<file path="config.mk">
export PLATFORM = sky130hd
export DESIGN_NAME = tai_div
export DESIGN_NICKNAME = d
export VERILOG_FILES = /design/src/hw/rtl/tai_pkg.sv /design/src/hw/rtl/tai_div.sv
export VERILOG_INCLUDE_DIRS = /design/src /design/src/hw/rtl
export SDC_FILE = /design/constraint.sdc
export NUM_CORES = 1
export LEC_CHECK = 0
export BUFFER_PORTS_ARGS = -buffer_cell sky130_fd_sc_hd__buf_2
export CORE_MARGIN = 1.5
export CORE_UTILIZATION = 50
export CTS_CLUSTER_DIAMETER = 80
export DETAILED_ROUTE_END_ITERATION = 7
export PLACE_DENSITY = 0.86
export SYNTH_ARGS = -nofsm -noshare
export SYNTH_HDL_FRONTEND = slang
export SYNTH_SLANG_ARGS = --single-unit
export TNS_END_PERCENT = 50
</file>
<file path="constraint.sdc">
create_clock -name clk -period 2.7 [get_ports clk]
set_input_delay 0.54 -clock clk [delete_from_list [all_inputs] [get_ports clk]]
set_output_delay 0.54 -clock clk [all_outputs]
set_load 0.01 [all_outputs]
</file>
<file path="src/hw/rtl/assert_macros.svh">
// Assertion macros shared by the RTL of the interpolator.
// Each macro takes a label, the clock, the active-low reset and an expression.
`ifndef ASSERT_MACROS_SVH
`define ASSERT_MACROS_SVH
`ifndef SYNTHESIS
`define AST_PROP(lbl, clk, rstn, prop) \
	lbl: assert property (@(posedge clk) disable iff (!rstn) prop) \
	else $error("assertion failed");
`define AST_NEVER(lbl, clk, rstn, expr) \
	lbl: assert property (@(posedge clk) disable iff (!rstn) !(expr)) \
	else $error("forbidden condition seen");
`else
`define AST_PROP(lbl, clk, rstn, prop)
`define AST_NEVER(lbl, clk, rstn, expr)
`endif
`endif

</file>
<file path="src/hw/rtl/tai_pkg.sv">
`timescale 1ns / 1ps
`default_nettype none
// ----------------------------------------------------------------------------
// Timed angle interpolator package
// Widths, operation codes, table entry and divider request and response types.
// ----------------------------------------------------------------------------
package tai_pkg;

	localparam int CHANNELS  = 64;
	localparam int ADDR_W    = (CHANNELS > 1) ? $clog2(CHANNELS) : 1;
	localparam int CHANNEL_W = 6;
	localparam int OP_W      = 3;
	localparam int VAL_W     = 16;
	localparam int TIME_W    = 32;
	localparam int RES_W     = 32;

	localparam logic [OP_W-1:0] OP_SET_MASKED = 3'd0;
	localparam logic [OP_W-1:0] OP_SET_RAW    = 3'd1;
	localparam logic [OP_W-1:0] OP_MOVE       = 3'd2;
	localparam logic [OP_W-1:0] OP_ANGLE_QRY  = 3'd3;
	localparam logic [OP_W-1:0] OP_VALUE_QRY  = 3'd4;

	localparam logic [VAL_W-1:0] ANGLE_MASK = 16'h03FF;
	localparam logic signed [16:0] HALF_TURN = 17'sh00200;
	localparam logic signed [16:0] FULL_TURN = 17'sh00400;

	typedef struct packed {
		logic [VAL_W-1:0]  from_val;
		logic [VAL_W-1:0]  to_val;
		logic [VAL_W-1:0]  steps;
		logic [TIME_W-1:0] start_time;
	} entry_t;

	typedef struct packed {
		logic                    start;
		logic signed [RES_W-1:0] dividend;
		logic signed [VAL_W-1:0] divisor;
	} div_req_t;

	typedef struct packed {
		logic                    busy;
		logic                    done;
		logic signed [RES_W-1:0] quotient;
	} div_rsp_t;

endpackage
`default_nettype wire

</file>
<file path="src/hw/rtl/tai_div.sv">
`timescale 1ns / 1ps
`default_nettype none
`include "assert_macros.svh"
// ----------------------------------------------------------------------------
// Iterative signed divider
// Restoring division, one quotient bit per cycle, truncating towards zero.
// ----------------------------------------------------------------------------
module tai_div (
	input  wire logic              clk,
	input  wire logic              arst_n,
	input  wire tai_pkg::div_req_t req,
	output tai_pkg::div_rsp_t      rsp
);

	localparam int CNT_W = $clog2(tai_pkg::RES_W);

	logic                       busy_q;
	logic                       done_q;
	logic                       neg_q;
	logic [CNT_W-1:0]           cnt_q;
	logic [tai_pkg::VAL_W-1:0]  rem_q;
	logic [tai_pkg::VAL_W:0]    dvs_q;
	logic [tai_pkg::RES_W-1:0]  shr_q;

	logic [tai_pkg::VAL_W:0]    rem_sh;
	logic [tai_pkg::VAL_W:0]    diff;
	logic                       fits;
	logic [tai_pkg::RES_W-1:0]  dvd_abs;
	logic [tai_pkg::VAL_W:0]    dvs_abs;

	assign rem_sh  = {rem_q, shr_q[tai_pkg::RES_W-1]};
	assign diff    = rem_sh - dvs_q;
	assign fits    = (rem_sh >= dvs_q);
	assign dvd_abs = req.dividend[tai_pkg::RES_W-1] ? (tai_pkg::RES_W'(0) - req.dividend)
		: req.dividend;
	assign dvs_abs = req.divisor[tai_pkg::VAL_W-1]
		? ((tai_pkg::VAL_W+1)'(0) - {req.divisor[tai_pkg::VAL_W-1], req.divisor})
		: {1'b0, req.divisor};

	always_ff @(posedge clk or negedge arst_n) begin
		if (!arst_n) begin
			busy_q <= 1'b0;
			done_q <= 1'b0;
			cnt_q  <= '0;
		end else begin
			done_q <= 1'b0;
			if (req.start) begin
				busy_q <= 1'b1;
				cnt_q  <= '0;
			end else if (busy_q) begin
				cnt_q <= cnt_q + 1'b1;
				if (cnt_q == CNT_W'(tai_pkg::RES_W - 1)) begin
					busy_q <= 1'b0;
					done_q <= 1'b1;
				end
			end
		end
	end

	always_ff @(posedge clk) begin
		if (req.start) begin
			rem_q <= '0;
			shr_q <= dvd_abs;
			dvs_q <= dvs_abs;
			neg_q <= req.dividend[tai_pkg::RES_W-1] ^ req.divisor[tai_pkg::VAL_W-1];
		end else if (busy_q) begin
			rem_q <= fits ? diff[tai_pkg::VAL_W-1:0] : rem_sh[tai_pkg::VAL_W-1:0];
			shr_q <= {shr_q[tai_pkg::RES_W-2:0], fits};
		end
	end

	assign rsp.busy     = busy_q;
	assign rsp.done     = done_q;
	assign rsp.quotient = neg_q ? (tai_pkg::RES_W'(0) - shr_q) : shr_q;

	`AST_NEVER(a_start_while_busy, clk, arst_n, req.start && busy_q)
	`AST_PROP(a_done_single, clk, arst_n, done_q |=> !done_q)
	`AST_PROP(a_done_after_last, clk, arst_n, done_q |-> $past(busy_q) && !busy_q)

endmodule
`default_nettype wire

</file>
Word level (Yosys, flattened, before mapping)
Cells that the tools add are included.

Bits in latches: 0. Memory bits (read-only): 0. Memories kept: 0. Input bits: 51. Word-level logic and storage cells: 31. Memory bits (writable): 0. Register bits: 73. Output and inout bits: 34.

Add/sub/neg operators: 5. Shift-type cells: 0. Equal/unequal tests: 1. $lt $le $gt $ge: 1. Multipliers: 0. Bitwise logic cells: 1. Divide/modulo/power cells: 0. Multiplexer cells: 14. Reduce and logical (&&, ||, !) cells: 1.

Operator list (number): 2-to-1 mux 32 bit (4); subtractor 1 x 32 -> 32 bit, first input constant (2); greater-or-equal comparator 17 bit (1); subtractor 1 x 16 -> 17 bit, first input constant (1); 2-to-1 mux 16 bit (1); subtractor 16 bit (1); 2-to-1 mux 15 bit (1); 2-to-1 mux 5 bit (2); 2-to-1 mux 1 bit (6); adder 5 x 1 -> 5 bit, second input constant (1); == test 5 bit, second input constant (1); nonzero test 2 bit (1); bitwise XOR 1 bit (1).

Longest topological paths before layout
Gate-level depths: netlist (run 1).

Depth in word-level cells: 4. Mapped depth: 11. Mapped depth without buffers: 9.

Worst setup path before layout (run 1)
Ideal clock, no wire load.

Kind: flip-flop to output port. Start point: register shr_q[11] in the netlist's numbering. End point: output port rsp[29] in the netlist's numbering. Slack: -0.230 ns. Data arrival time: 2.390 ns. Data required time: 2.160 ns. Cell stages (with the launch flop): 7. Cells stage by stage: edfxtp_1 or4_4 nand2b_4 or4_4 or3_4 o41ai_4 xnor2_1.

RTL lines: from (decl) (RTL line tai_div.sv:23) `logic [tai_pkg::RES_W-1:0] shr_q;`; from (signal assigned) (RTL line tai_div.sv:63) `shr_q <= dvd_abs;`; from (signal assigned) (RTL line tai_div.sv:68) `shr_q <= {shr_q[tai_pkg::RES_W-2:0], fits};`; to (decl) (RTL line tai_div.sv:12) `output tai_pkg::div_rsp_t rsp`.

==> results of run 1 <==
Yosys cell counts, types with 7 or more instances:
library cell,instances
sky130_fd_sc_hd__xor2_1,36
sky130_fd_sc_hd__a311oi_1,10
sky130_fd_sc_hd__o21ai_0,29
sky130_fd_sc_hd__nor2_1,68
sky130_fd_sc_hd__o41ai_1,7
sky130_fd_sc_hd__clkbuf_1,26
sky130_fd_sc_hd__buf_1,7
sky130_fd_sc_hd__o31ai_1,26
sky130_fd_sc_hd__ha_1,22
sky130_fd_sc_hd__dfxtp_1,16
sky130_fd_sc_hd__dfrtp_1,7
sky130_fd_sc_hd__a21o_1,16
sky130_fd_sc_hd__or3_1,12
sky130_fd_sc_hd__nand2_1,34
sky130_fd_sc_hd__nand2b_1,10
sky130_fd_sc_hd__edfxtp_1,50
sky130_fd_sc_hd__nand3_1,18
sky130_fd_sc_hd__nand4_1,7
sky130_fd_sc_hd__a21oi_1,44
sky130_fd_sc_hd__inv_1,31
sky130_fd_sc_hd__xnor2_1,49
sky130_fd_sc_hd__nor3_1,10
worst paths after layout:
path | startpoint | endpoint | slack (ns) | cells past startpoint
worst max-delay path | shr_q[10] | rsp[29] | -0.77 | 7
worst min-delay path | arst_n | cnt_q[2] | -0.0003 | 1
worst max register to register | dvs_q[1] | rem_q[6] | 0.16 | 9
worst min register to register | rem_q[10] | rem_q[10] | 0.51 | 2
max in group asynchronous | arst_n | busy_q | 2.54 | 1
min in group clk | req[0] | dvs_q[0] | 0.43 | 1
worst max-delay path, cell delays in order (launching register included):
cell and delay (ns):
sky130_fd_sc_hd__edfxtp_1 0.42, sky130_fd_sc_hd__or4_4 0.54, sky130_fd_sc_hd__nand2b_4 0.17, sky130_fd_sc_hd__or4_4 0.51, sky130_fd_sc_hd__or3_4 0.40, sky130_fd_sc_hd__o41ai_4 0.23, sky130_fd_sc_hd__xnor2_1 0.15, sky130_fd_sc_hd__buf_2 0.15
per-layer routing:
metal	part of all wire, %	global-route usage [%]	vias to the layer above
met5	0	0	-
met4	2.5	10.8	0
met3	4.9	3.77	35
met2	49	43.8	200
met1	43	32.3	2473
li1	-	-	2558
power groups by stage:
stage / clock, W / sequential, W / combinational, W
after CTS: 0.000957 / 0.00138 / 0.000936
after detailed placement: 0 / 0.00140 / 0.000914
final: 0.000960 / 0.00139 / 0.000959
after global placement: 0 / 0.00139 / 0.000885
after floorplan: 0 / 0.00141 / 0.000528
after global routing: 0.00100 / 0.00140 / 0.00106
sequential cells by signal, indices dropped and copies added, names as in the netlist:
signal	cells
shr_q	32
dvs_q	17
rem_q	16
cnt_q	5
busy_q	1
done_q	1
neg_q	1
cell type report:
cell class | instances | area [sq um] | share of cell area, %
multi-input combinational | 490 | 3460 | 50.3
sequential | 73 | 2000 | 29.0
timing repair buffer | 148 | 911 | 13.2
tap | 140 | 175 | 2.54
clock buffer | 10 | 138 | 2.00
inverter | 31 | 116 | 1.69
clock inverter | 6 | 81.3 | 1.18
stage by stage:
| stage | TNS [ns] | util [%] | instance area (sq um) |
|---|---|---|---|
| finish | -8.77 | 63.2 | 6880 |
| global route | -10.08 | 63.2 | 6880 |
| CTS | -8.23 | 62.4 | 6790 |
| detailed placement | -3.01 | 59.5 | 6480 |
| global placement | -2.49 | 59.5 | 6480 |
| floorplan | -1.52 | - | 5590 |
cell families after synthesis:
family | Yosys count
and+or+nand+nor | 200
adders and majority gates | 23
other | 1
AOI/OAI and AO/OA | 175
buffers and inverters | 67
xor gates and xnor gates | 85
DFF | 73
muxes | 6
repair_timing:
action                                 4_1_cts  5_1_grt
setup endpoints to repair                   18       35
pin swaps                                    7        3
buffers inserted                             3        3
gates resized for setup                     11       16
endpoints found under the hold margin        0        0
hold buffers                                 0        0
==> results.cfg, run 1 <==
[place]
port-buffer-count = 84
dp_cells = 876
place_ws_ns = -0.385
dpl.hpwl_um = 11000
finalWeightedCongestion = 0.947

[sta]
maxClockFrequency_mhz = 288
period_needed_ns = 3.47
finalMaxSlewViolations = 0
unrepaired_setup_endpoints_after_global_routing = yes
max-slew-margin-rel_pct = 48.5
actual_slew_at_the_worst_max_slew_pin_ns = 0.773
setup_viol = 18
timing.clock.skew_ns = 0.0109
final_hold_viol_count = 2
fin_crit_sh_pct = 128
layout_setup_ws_ns = -0.768
whs_ns = -0.000265

[yosys]
top_ff_cell_synth = sky130_fd_sc_hd__edfxtp_1
ffs_latches_synth = 73
post_synth_edffs = 50
synth_adder_area_share_pct = 5.28
synth_largest_area_cell = sky130_fd_sc_hd__edfxtp_1
synth_top_family_by_area = compound AO/OA/AOI/OAI gates
mappedNetlistNets = 704
post_synth_and_or_nand_nor_area_fraction_pct = 18.3
post_synth_xor_area_fraction_pct = 13.3
yosysWarnings = 0
synth.area.top_cells = sky130_fd_sc_hd__edfxtp_1 27%, sky130_fd_sc_hd__xnor2_1 7.7%, sky130_fd_sc_hd__dfxtp_1 5.7%
post_synth_instance_area_sq_um = 5590
async_set_or_reset_register_ratio_after_synthesis_pct = 9.59
synth.avg_cell_area_sq_um = 8.87
yosysTopAreaCellShare_pct = 26.9
synthMuxAreaShare_pct = 1.10
syn-instance-count = 630
synth_cell_types = 65
synth_seq_area_share_pct = 35.7
synth_compound_area_share_pct = 21.6

[route]
initialDrtViolationCount = 500
total_via_count_after_detailed_routing = 5266
drc = 0
postRouteAntennaNets = 0
detail_route.vias_per_cell = 5.86
post_drt_wl_per_cell_um = 16.3
drt_pre_antenna_iters = 5
wl_final_um = 14600

[pwr]
int_pwr_w = 0.00228
ir_drop_uv = 237
switchingPower_w = 0.00102
design_power_total_w = 0.00331
pwr-share-clk_pct = 29.0
sw_frac_of_total_pct = 31.0
power_density_nw_per_um2 = 480
power.sequential.fraction_pct = 42.0
p_leak_nw = 2.90
power.combinational.fraction_pct = 29.0

[setup_path]
critical_path.max_fanout = 5
critPathLaunchType = register
cp.required_ns = 2.16
timing.critical_path.arrival_ns = 2.93
setup.worst_path.end_class = output pin
worst-setup-path-type = reg -> out

[job]
cap_violations = 0

[min_path]
hold_path_class = in -> async

[status]
violations = hold timing, setup timing
outcome = finished, violations left

[finish]
most_common_library_cell_in_the_layout_ignoring_fill_and_taps = sky130_fd_sc_hd__buf_2
fin_cells = 898
finish.net_count = 827
drive_gt1_share_pct = 26.3
insertedDiodeCount = 0
final.fill_count = 877
most_used_cells_in_the_layout_excluding_fill_and_tap_cells = 83 x sky130_fd_sc_hd__buf_2, 68 x sky130_fd_sc_hd__nor2_1, 63 x sky130_fd_sc_hd__buf_4, 50 x sky130_fd_sc_hd__edfxtp_1, 49 x sky130_fd_sc_hd__xnor2_1
synthToLayoutAreaGrowth_pct = 23.1

[global_route]
track_usage_pct = 25.6
grt_pass1_wl_um = 23800
grt_overflow = 0
grt_antenna_before_repair = 0
grt_start_max_net_pins = 77
grt_pass1_vias = 5052

[clock_tree]
clkTransAtPathRegs_ns = 0.08
htreeDepth = 3
root_buffer = sky130_fd_sc_hd__clkbuf_8
cts_num_sinks = 73
cts-buffers-inserted = 9
cts_tree = done
clock_latency_ns = 0.36
maximum_root_to_sink_buffer_count = 2

[die]
die_h_um = 109
die_width_um = 109
floorplan.die_area_sq_um = 11800
io_pins = 85
placeableCoreArea_sq_um = 10900
floorplan_row_count = 38
initial_utilization_pct = 51.3
Power figures use the tool's default switching activity.
==> run 2: changes to the inputs <==
PLACE_DENSITY = 0.84   (was 0.86)
clock period = 4.5 ns   (was 2.7 ns; I/O delays follow)
==> results.cfg, run 2 (same netlist as run 1, synthesis figures left out) <==
[status]
outcome = complete, no violations

[die]
floorplan.die_area_sq_um = 11800
io_pins = 85
die_width_um = 109
die_h_um = 109
placeableCoreArea_sq_um = 10900
floorplan_row_count = 38
initial_utilization_pct = 51.3

[place]
port-buffer-count = 84
dpl.hpwl_um = 9810
dpl-instance-area_sq_um = 6070
dp_cells = 821
finalWeightedCongestion = 0.926

[sta]
whs_ns = 0.350
timing.setup.tns_ns = 0
max-slew-margin-rel_pct = 29.0
timing.clock.skew_ns = 0.00954
fin_crit_sh_pct = 86.7
final_hold_viol_count = 0
setup_viol = 0
period_needed_ns = 3.90
actual_slew_at_the_worst_max_slew_pin_ns = 1.06
finalMaxSlewViolations = 0
maxClockFrequency_mhz = 256
unrepaired_setup_endpoints_after_global_routing = no

[clock_tree]
cts.hold.buffers_added = 0
root_buffer = sky130_fd_sc_hd__clkbuf_8
cts_tree = done
clkTransAtPathRegs_ns = 0.08
cts-buffers-inserted = 9
clock_latency_ns = 0.36
post_cts_resized = 0
cts_num_sinks = 73
maximum_root_to_sink_buffer_count = 2
htreeDepth = 3
cts_setup_buffers = 0

[finish]
top_register = shr_q
most_used_cells_in_the_layout_excluding_fill_and_tap_cells = 83 x sky130_fd_sc_hd__buf_2, 68 x sky130_fd_sc_hd__nor2_1, 50 x sky130_fd_sc_hd__edfxtp_1, 49 x sky130_fd_sc_hd__xnor2_1, 44 x sky130_fd_sc_hd__a21oi_1
synthToLayoutAreaGrowth_pct = 12.4
largest_register_ff_count = 32
drive_gt1_share_pct = 17.1
layout_top_registers = shr_q (32), dvs_q (17), rem_q (16)
fin_cells = 837
most_common_library_cell_in_the_layout_ignoring_fill_and_taps = sky130_fd_sc_hd__buf_2
final.fill_count = 939
finish.net_count = 766
stdcell_area_sq_um = 6280
insertedDiodeCount = 0
multiInputGateArea_sq_um = 3340
regArea_sq_um = 2000

[pwr]
sw_frac_of_total_pct = 30.4
power.sequential.fraction_pct = 45.2
design_power_total_w = 0.00190
int_pwr_w = 0.00132
pwr-share-clk_pct = 30.2
ir_drop_uv = 157
p_leak_nw = 2.56
power_density_nw_per_um2 = 302
power.combinational.fraction_pct = 24.6
switchingPower_w = 0.000577

[global_route]
grt_overflow = 0
grt_start_max_net_pins = 62
grt_pass1_vias = 4643
track_usage_pct = 22.9
grt_antenna_before_repair = 0
grt_pass1_wl_um = 21400

[setup_path]
worst-setup-path-type = reg -> out
critPathLaunchType = register
critical_path.max_fanout = 5
timing.critical_path.arrival_ns = 3.00
setup.worst_path.end_class = output pin
cp.required_ns = 3.60

[job]
cap_violations = 0

[route]
initialDrtViolationCount = 739
wl_final_um = 13300
total_via_count_after_detailed_routing = 5032
post_drt_wl_per_cell_um = 15.9
drt_pre_antenna_iters = 5
postRouteAntennaNets = 0
detail_route.vias_per_cell = 6.01
drc = 0

[min_path]
hold_path_class = in -> async
-- run 2: cell types whose count changed in the layout (fill, tap and decap cells not counted), sizes merged --
| cell | change |
|---|---|
| buf | -61 |
| clkbuf | +2 |
| clkinv | -1 |
| clkinvlp | -1 |
-- run 2: stage by stage --
stage	worst slack (ns)	util, %
after CTS	0.585	57.7
after detailed placement	0.986	55.8
final	0.597	57.7
after global placement	1.07	55.8
after floorplan	1.21	-
after global routing	0.421	57.7
-- run 2: path summary, 6_finish.rpt --
check / to / start / cells past startpoint / slack (ns)
max: rsp[29] / shr_q[11] / 7 / 0.60
max reg2reg: rem_q[7] / rem_q[7] / 7 / 1.49
min: busy_q / arst_n / 1 / 0.35
min reg2reg: rem_q[11] / rem_q[11] / 2 / 0.51
min in group clk: rem_q[11] / rem_q[11] / 2 / 0.51
max in group asynchronous: cnt_q[4] / arst_n / 1 / 3.99
-- run 2: routing by layer --
metal	GRT usage [%]	wire, um	vias up
met4	11.6	482	0
met3	4.18	805	54
met5	0	0	-
met2	36.3	6270	217
met1	29.9	5740	2330
li1	-	-	2431
-- run 2: power groups by stage --
stage	combinational (W)	sequential (W)	clock, W
final	0.000467	0.000857	0.000573
after detailed placement	0.000461	0.000869	0
after global placement	0.000448	0.000862	0
after global routing	0.000516	0.000865	0.000609
after floorplan	0.000317	0.000844	0
after CTS	0.000465	0.000855	0.000580
-- run 2: layout make-up --
cell class	count	share of cell area, %
sequential	73	31.8
clock inverter	4	1.09
tap	140	2.79
timing repair buffer	87	7.09
inverter	31	1.85
multi-input combinational	490	53.1
clock buffer	12	2.31
-- run 2: critical path, cell delays in order, from the launching register on --
cell and delay [ns]:
sky130_fd_sc_hd__edfxtp_1 0.44, sky130_fd_sc_hd__or4_4 0.58, sky130_fd_sc_hd__nand2b_4 0.18, sky130_fd_sc_hd__or4_4 0.51, sky130_fd_sc_hd__or3_4 0.39, sky130_fd_sc_hd__o41ai_4 0.24
sky130_fd_sc_hd__xnor2_1 0.16, sky130_fd_sc_hd__buf_2 0.15
==> run 3: changes to the inputs <==
==> constraint.sdc (replaced) <==
create_clock -name clk -period 4.5 [get_ports clk]
set_input_delay 0.9 -clock clk [delete_from_list [all_inputs] [get_ports clk]]
set_output_delay 0.9 -clock clk [all_outputs]
set_load 0.1 [all_outputs]
==> results.cfg, run 3 (same netlist as run 1, synthesis figures left out) <==
[route]
wl_final_um = 13400
total_via_count_after_detailed_routing = 5006
drc = 0
detail_route.vias_per_cell = 5.97
drt_pre_antenna_iters = 5
postRouteAntennaNets = 0
post_drt_wl_per_cell_um = 16.0
initialDrtViolationCount = 509

[finish]
post-route-util_pct = 57.8
fin_cells = 838
synthToLayoutAreaGrowth_pct = 12.6
insertedDiodeCount = 0
layout_top_registers = shr_q (32), dvs_q (17), rem_q (16)
most_used_cells_in_the_layout_excluding_fill_and_tap_cells = 83 x sky130_fd_sc_hd__buf_2, 68 x sky130_fd_sc_hd__nor2_1, 50 x sky130_fd_sc_hd__edfxtp_1, 49 x sky130_fd_sc_hd__xnor2_1, 44 x sky130_fd_sc_hd__a21oi_1
finish.net_count = 767
regArea_sq_um = 2000
drive_gt1_share_pct = 17.6
multiInputGateArea_sq_um = 3340
largest_register_ff_count = 32
most_common_library_cell_in_the_layout_ignoring_fill_and_taps = sky130_fd_sc_hd__buf_2
final.fill_count = 932
top_register = shr_q

[clock_tree]
clock_latency_ns = 0.37
cts_setup_buffers = 0
cts-buffers-inserted = 9
htreeDepth = 3
cts_num_sinks = 73
clkTransAtPathRegs_ns = 0.08
cts_tree = done
maximum_root_to_sink_buffer_count = 2
cts.hold.buffers_added = 0
root_buffer = sky130_fd_sc_hd__clkbuf_8
post_cts_resized = 0

[die]
floorplan_row_count = 38
die_width_um = 109
io_pins = 85
initial_utilization_pct = 51.3
die_h_um = 109
placeableCoreArea_sq_um = 10900
floorplan.die_area_sq_um = 11800

[sta]
fin_crit_sh_pct = 93.9
period_needed_ns = 4.22
setup_viol = 0
layout_setup_ws_ns = 0.277
finalMaxSlewViolations = 0
maxClockFrequency_mhz = 237
timing.setup.tns_ns = 0
unrepaired_setup_endpoints_after_global_routing = no
timing.clock.skew_ns = 0.0107
max-slew-margin-rel_pct = 30.6
actual_slew_at_the_worst_max_slew_pin_ns = 1.04
final_hold_viol_count = 0

[setup_path]
critPathLaunch = shr_q[5]
cp.required_ns = 3.60
timing.critical_path.arrival_ns = 3.32
critical_path.max_fanout = 6
critPathLaunchType = register
startpoint_of_the_worst_register_to_register_path = dvs_q[8]
setup.worst_path.end_class = output pin
worst-setup-path-type = reg -> out

[pwr]
power_density_nw_per_um2 = 374
p_leak_nw = 2.57
design_power_total_w = 0.00235
ir_drop_uv = 317

[global_route]
grt_pass1_vias = 4765
grt_antenna_before_repair = 0
grt_start_max_net_pins = 62
grt_overflow = 0
track_usage_pct = 23.1
grt_pass1_wl_um = 21700

[place]
dpl.hpwl_um = 9930
finalWeightedCongestion = 0.978
dp_cells = 822
port-buffer-count = 84
place_ws_ns = 0.707

[status]
outcome = complete, no violations

[min_path]
hold_path_class = in -> async

[job]
cap_violations = 0
[run 3: cell types whose count changed in the layout (fill, tap and decap cells not counted), sizes merged]
cell	delta
inv	+1
clkinvlp	+2
clkbuf	-3
buf	+1
[run 3: metrics by stage]
step	instance area (sq um)	hold WS, ns
3_5_place_dp	6080	0.498
3_3_place_gp	6080	0.484
5_1_grt	6300	0.356
4_1_cts	6300	0.347
2_1_floorplan	5590	0.471
6_report	6300	0.352
[run 3: final cells by class]
| type | count | area share (%) |
|---|---|---|
| Multi-Input combinational cell | 490 | 53.0 |
| Clock inverter | 7 | 1.49 |
| Clock buffer | 9 | 1.97 |
| Sequential cell | 73 | 31.7 |
| Inverter | 31 | 1.85 |
| Timing Repair Buffer | 88 | 7.19 |
| Tap cell | 140 | 2.78 |
[run 3: power by group]
part	internal, W	leakage, nW	switching (W)
registers	0.000786	0.724	0.0000699
logic	0.000209	1.74	0.000715
clock network	0.000312	0.106	0.000260
[run 3: path summary, 6_finish.rpt]
path                             to  slack (ns)  cells past startpoint
setup / recovery            rsp[26]        0.28                      7
hold / removal             cnt_q[4]        0.35                      1
setup reg to reg           rem_q[7]        1.58                      8
hold reg to reg            rem_q[6]        0.51                      2
max in group asynchronous  cnt_q[1]        3.99                      1
min in group clk           rem_q[6]        0.51                      2
[run 3: worst max-delay path, cell delays in order, from the launching register on]
cell	delay, ns
sky130_fd_sc_hd__edfxtp_1	0.49
sky130_fd_sc_hd__nor3_1	0.36
sky130_fd_sc_hd__nand3b_1	0.26
sky130_fd_sc_hd__or4_4	0.57
sky130_fd_sc_hd__or3_4	0.42
sky130_fd_sc_hd__o41ai_2	0.24
sky130_fd_sc_hd__xnor2_1	0.17
sky130_fd_sc_hd__buf_2	0.45
[run 3: per-layer routing]
metal  up-vias  part of all wire [%]  track usage [%]  routed length (um)
li1       2431                     -                -                   -
met1      2345                    43             28.8                5760
met2       195                    49             39.3                6500
met3        35                   5.5             4.06                 733
met4         0                   2.8             9.59                 372
met5         -                     0                0                   0
